## config.mk

```make
export PLATFORM = sky130hd
export DESIGN_NAME = bmhq_cell
export DESIGN_NICKNAME = d
export VERILOG_FILES = /design/src/sv/bmhq_pkg.sv /design/src/sv/bmhq_cell.sv
export SDC_FILE = /design/constraint.sdc
export NUM_CORES = 1
export LEC_CHECK = 0
export BUFFER_PORTS_ARGS = -buffer_cell sky130_fd_sc_hd__clkbuf_2
export CORE_ASPECT_RATIO = 1.25
export CORE_MARGIN = 2
export CORE_UTILIZATION = 45
export DETAILED_ROUTE_END_ITERATION = 8
export PLACE_DENSITY = 0.81
export RECOVER_POWER = 50
export SYNTH_ARGS = -nofsm -noshare
export SYNTH_HDL_FRONTEND = slang
export SYNTH_SLANG_ARGS = --single-unit
```

## constraint.sdc

```tcl
create_clock -name clk -period 3.3 [get_ports clk]
set_clock_uncertainty 0.15 [all_clocks]
set_input_delay 0.33 -clock clk [delete_from_list [all_inputs] [get_ports clk]]
set_output_delay 0.33 -clock clk [all_outputs]
set_load 0.03 [all_outputs]
```

## src/sv/bmhq_pkg.sv

```systemverilog
// ----------------------------------------------------------------------------
// bmhq_pkg - shared types and codes for the max priority queue
// Transfer structs, operation and status codes, cell slot type.
// ----------------------------------------------------------------------------
package bmhq_pkg;

	localparam int VALUE_W = 32;
	localparam int ENTRY_W = 7;

	// operation codes (req.kind)
	localparam logic OP_INSERT = 1'b0;
	localparam logic OP_REMOVE = 1'b1;

	// status codes (rsp.status)
	localparam logic [1:0] ST_DONE  = 2'd0;
	localparam logic [1:0] ST_EMPTY = 2'd1;
	localparam logic [1:0] ST_FULL  = 2'd2;

	typedef struct packed {
		logic                      kind;
		logic signed [VALUE_W-1:0] value;
	} bmhq_req_t;

	typedef struct packed {
		logic [1:0]                status;
		logic signed [VALUE_W-1:0] removed_value;
		logic signed [VALUE_W-1:0] top_value;
		logic [ENTRY_W-1:0]        entry_count;
	} bmhq_rsp_t;

	// one stored entry as held by a cell and handed to its neighbors
	typedef struct packed {
		logic                      valid;
		logic signed [VALUE_W-1:0] value;
	} bmhq_slot_t;

	// broadcast from the controller to every cell
	typedef struct packed {
		logic                      ins;
		logic                      rem;
		logic signed [VALUE_W-1:0] value;
	} bmhq_ctrl_t;

endpackage

```

## src/sv/bmhq_cell.sv

```systemverilog
// ----------------------------------------------------------------------------
// bmhq_cell - one cell of the sorted queue chain
// Holds one entry; shifts right on insert, left on remove.
// ----------------------------------------------------------------------------
module bmhq_cell
	import bmhq_pkg::*;
(
	input  logic       clk,
	input  logic       arst_n,
	input  bmhq_ctrl_t ctrl,
	input  bmhq_slot_t left,       // neighbor toward the maximum
	input  logic       left_take,  // neighbor claims the new value
	input  bmhq_slot_t right,      // neighbor toward the tail
	output bmhq_slot_t slot,
	output logic       take
);

	logic                      valid_q;
	logic signed [VALUE_W-1:0] value_q;
	bmhq_slot_t                slot_d;

	// new value belongs here or earlier: empty cell or strictly smaller entry
	assign take = !valid_q || (value_q < ctrl.value);
	assign slot = '{valid: valid_q, value: value_q};

	always_comb begin
		slot_d = slot;
		if (ctrl.ins) begin
			if (left_take) begin
				slot_d = left;
			end else if (take) begin
				slot_d.valid = 1'b1;
				slot_d.value = ctrl.value;
			end
		end else if (ctrl.rem) begin
			slot_d = right;
		end
	end

	always_ff @(posedge clk or negedge arst_n) begin
		if (!arst_n) begin
			valid_q <= 1'b0;
		end else begin
			valid_q <= slot_d.valid;
		end
	end

	always_ff @(posedge clk) begin
		value_q <= slot_d.value;
	end

endmodule
```

==> flow_summary.yaml <==
clock_tree:
  cts_tree: "built"
  cts_root_buf: "clkbuf_8"
  cts.clk_slew.worst_paths_ns: 0.07
  htree_num_levels: 2
  cts_resized: 0
  clk_path_buf_depth: 2
  cts_made_buffers: 5
  clock_latency_ns: 0.28
  cts_sinks: 33
  postCtsSetupBuffers: 0
  cts_hold_buffers: 1
sta:
  slew_headroom_pct: -57.5
  hold_viol_final: 0
  setup_viol: 0
  slew_viol_final: 34
  grt_setup_unrepaired: "no"
  tns_ns: 0
  finalCriticalPeriod_ns: 2.87
  fin_crit_sh_pct: 87.1
  tightest_slew_ns: 2.36
  fmax_mhz: 348
setup_path:
  cp-startpoint: "value_q[15]"
  cp-start-kind: "flip-flop"
  critPathBufInv: 1
  critPathTopFamily: "simple AND/OR/NAND/NOR gates"
  worst_path_max_delay_cell: "edfxtp_1"
  crit_path_max_incr_delay_ns: 0.42
  end_kind: "output pin"
  path_cells: "ha_1 -> nand4_1 -> nor3_1 -> o2111ai_1 -> a41oi_2 -> nor2_1 -> mux2i_1 -> clkbuf_2"
  worst_ep_required_time_ns: 2.82
  r2r_start: "value_q[31]"
  worst-path-max-fanout: 3
  path_class: "flip-flop to output pin"
  worstPathArrival_ns: 2.39
synth:
  syn_nets: 398
  syn_avg_cell_area_um2: 9.55
  async_flop_share_pct: 3.03
  synth_seq_cells: 33
  synthCells: 264
  yosys_warnings: 0
  ys_seq_area_share_pct: 39.1
  yosysUniqueCellTypes: 36
  synth-edff-count: 32
  synth_flop_cell: "edfxtp_1"
  synth_area_um2: 2520
floorplanning:
  dieWidth_um: 71.0
  start_util_pct: 46.7
  io_pins: 137
  rows: 30
  die-area_um2: 6220
  die_h_um: 87.7
  core-area_um2: 5410
detailed_routing:
  viasPerCell: 5.20
  drtPass1Iterations: 4
  wl_um: 6220
  wl_per_cell_um: 13.4
  antenna_left: 0
  num_vias: 2416
  drt_iter0_drc: 45
  drcViolationCount: 0
power_and_ir_drop:
  ir_drop_mv: 0.278
  power_density_nw_per_um2: 387
  clockPowerShare_pct: 22.0
  p_seq_share_pct: 42.9
  combPwrFrac_pct: 35.0
  swShare_pct: 34.7
  switching_power_w: 0.000444
  p_leak_nw: 1.67
  p_int_w: 0.000837
layout:
  layout-drive-gt1-share_pct: 29.2
  nets: 534
  area_growth_pct: 31.2
  n_antenna_cell: 0
  instances_no_fill: 465
global_routing:
  grt_pass1_wl_um: 10000
  grt_overflow: 0
  grt_pass1_vias: 2436
  grt_usage_pct: 20.7
  antenna_found_initial: 0
  grt_max_degree: 56
placement:
  dp_cells: 456
  gp_congestion: 0.818
  port_buffers: 136
  dp_hpwl_um: 5170
worst_hold_path:
  hold_class: "input pin to flip-flop"
  hp-start: "left[32]"
run_status:
  failed_checks: "max-capacitance violations, max-slew violations"
  outcome: "finished with violations"
flow_run:
  drv_cap: 1
[registers in the layout, indices dropped and copies added, names as in the netlist]
| name | count |
|---|---|
| valid_q | 1 |
| value_q | 32 |
[per-stage QoR]
step,power [W],worst slack (ns),instance area (um2),util [%],hold slack [ns]
after floorplan,0.000851,0.232,2520,-,-0.116
after global placement,0.00100,0.515,3260,60.4,-0.0423
after detailed placement,0.00102,0.444,3260,60.4,-0.0432
after CTS,0.00131,0.374,3360,62.1,0.123
after global routing,0.00137,0.200,3310,61.2,0.126
final,0.00128,0.426,3310,61.2,0.130
[worst paths after layout]
check / end / slack (ns) / depth (start not counted)
worst max-delay path: take / 0.43 / 8
worst min-delay path: valid_q / 0.13 / 2
worst max register to register: value_q[8] / 0.56 / 8
worst min register to register: valid_q / 0.59 / 2
max in group asynchronous: valid_q / 2.73 / 2
min in group asynchronous: valid_q / 0.18 / 2
[cell usage in the layout (no fill, tap or decap), types with 2 or more instances in the layout]
master,netlist,layout
ha_1,31,31
a211oi_1,2,2
nor2_1,38,38
nand2b_1,2,2
clkbuf_1,9,36
mux2i_1,33,33
o21ai_0,3,3
edfxtp_1,32,32
nand2_1,12,12
clkbuf_8,0,5
nand4_1,3,3
a21oi_1,42,42
buf_4,1,4
inv_1,31,31
clkinv_1,0,2
clkbuf_2,0,101
[cell usage after synthesis, types with 2 or more instances]
library cell	instances	area share, %
a21oi_1	42	8.3
nand2b_1	2	0.50
inv_1	31	4.6
o21ai_0	3	0.60
ha_1	31	15
clkbuf_1	9	1.3
buf_2	3	0.60
nand4_1	3	0.74
edfxtp_1	32	38
nand2_1	12	1.8
mux2i_1	33	13
nor2_1	38	5.7
a211oi_1	2	0.60
[final cells by class]
cell class,instances,area [um2]
Fill cell,502,2100
Multi-Input combinational cell,187,1360
Sequential cell,33,986
Timing Repair Buffer,142,681
Inverter,31,116
Tap cell,64,80.1
Clock buffer,5,68.8
Clock inverter,3,12.5
[worst register-to-register path, stage by stage, from the launching register on]
cell and delay, ns:
edfxtp_1 0.40, ha_1 0.35, nand4_2 0.15, nor4_2 0.35
nand2_1 0.08, o211ai_1 0.15, a2bb2oi_1 0.18, and2_1 0.37
buf_4 0.26
[routing by layer]
layer | global-route usage, % | wire length, um | up-vias
li1 | - | - | 1215
met1 | 20.6 | 2310 | 1085
met5 | 0 | 0 | -
met2 | 39.1 | 3260 | 102
met3 | 5.64 | 491 | 14
met4 | 10.5 | 163 | 0
[cell families after synthesis]
family,Yosys count,share of synthesized area [%]
adder cells (fa/ha/maj),31,15.4
flip-flops,33,39.1
AO/OA/AOI/OAI,57,13.3
AND/OR/NAND/NOR,65,11.9
multiplexers,34,13.5
buffers and inverters,44,6.85
[power groups by stage]
stage | Clock, W | Combinational (W) | Sequential, W
after detailed placement | 0 | 0.000461 | 0.000560
final | 0.000282 | 0.000449 | 0.000550
after CTS | 0.000291 | 0.000464 | 0.000551
after floorplan | 0 | 0.000204 | 0.000647
after global routing | 0.000309 | 0.000502 | 0.000555
after global placement | 0 | 0.000447 | 0.000556
Power figures use the tool's default switching activity.
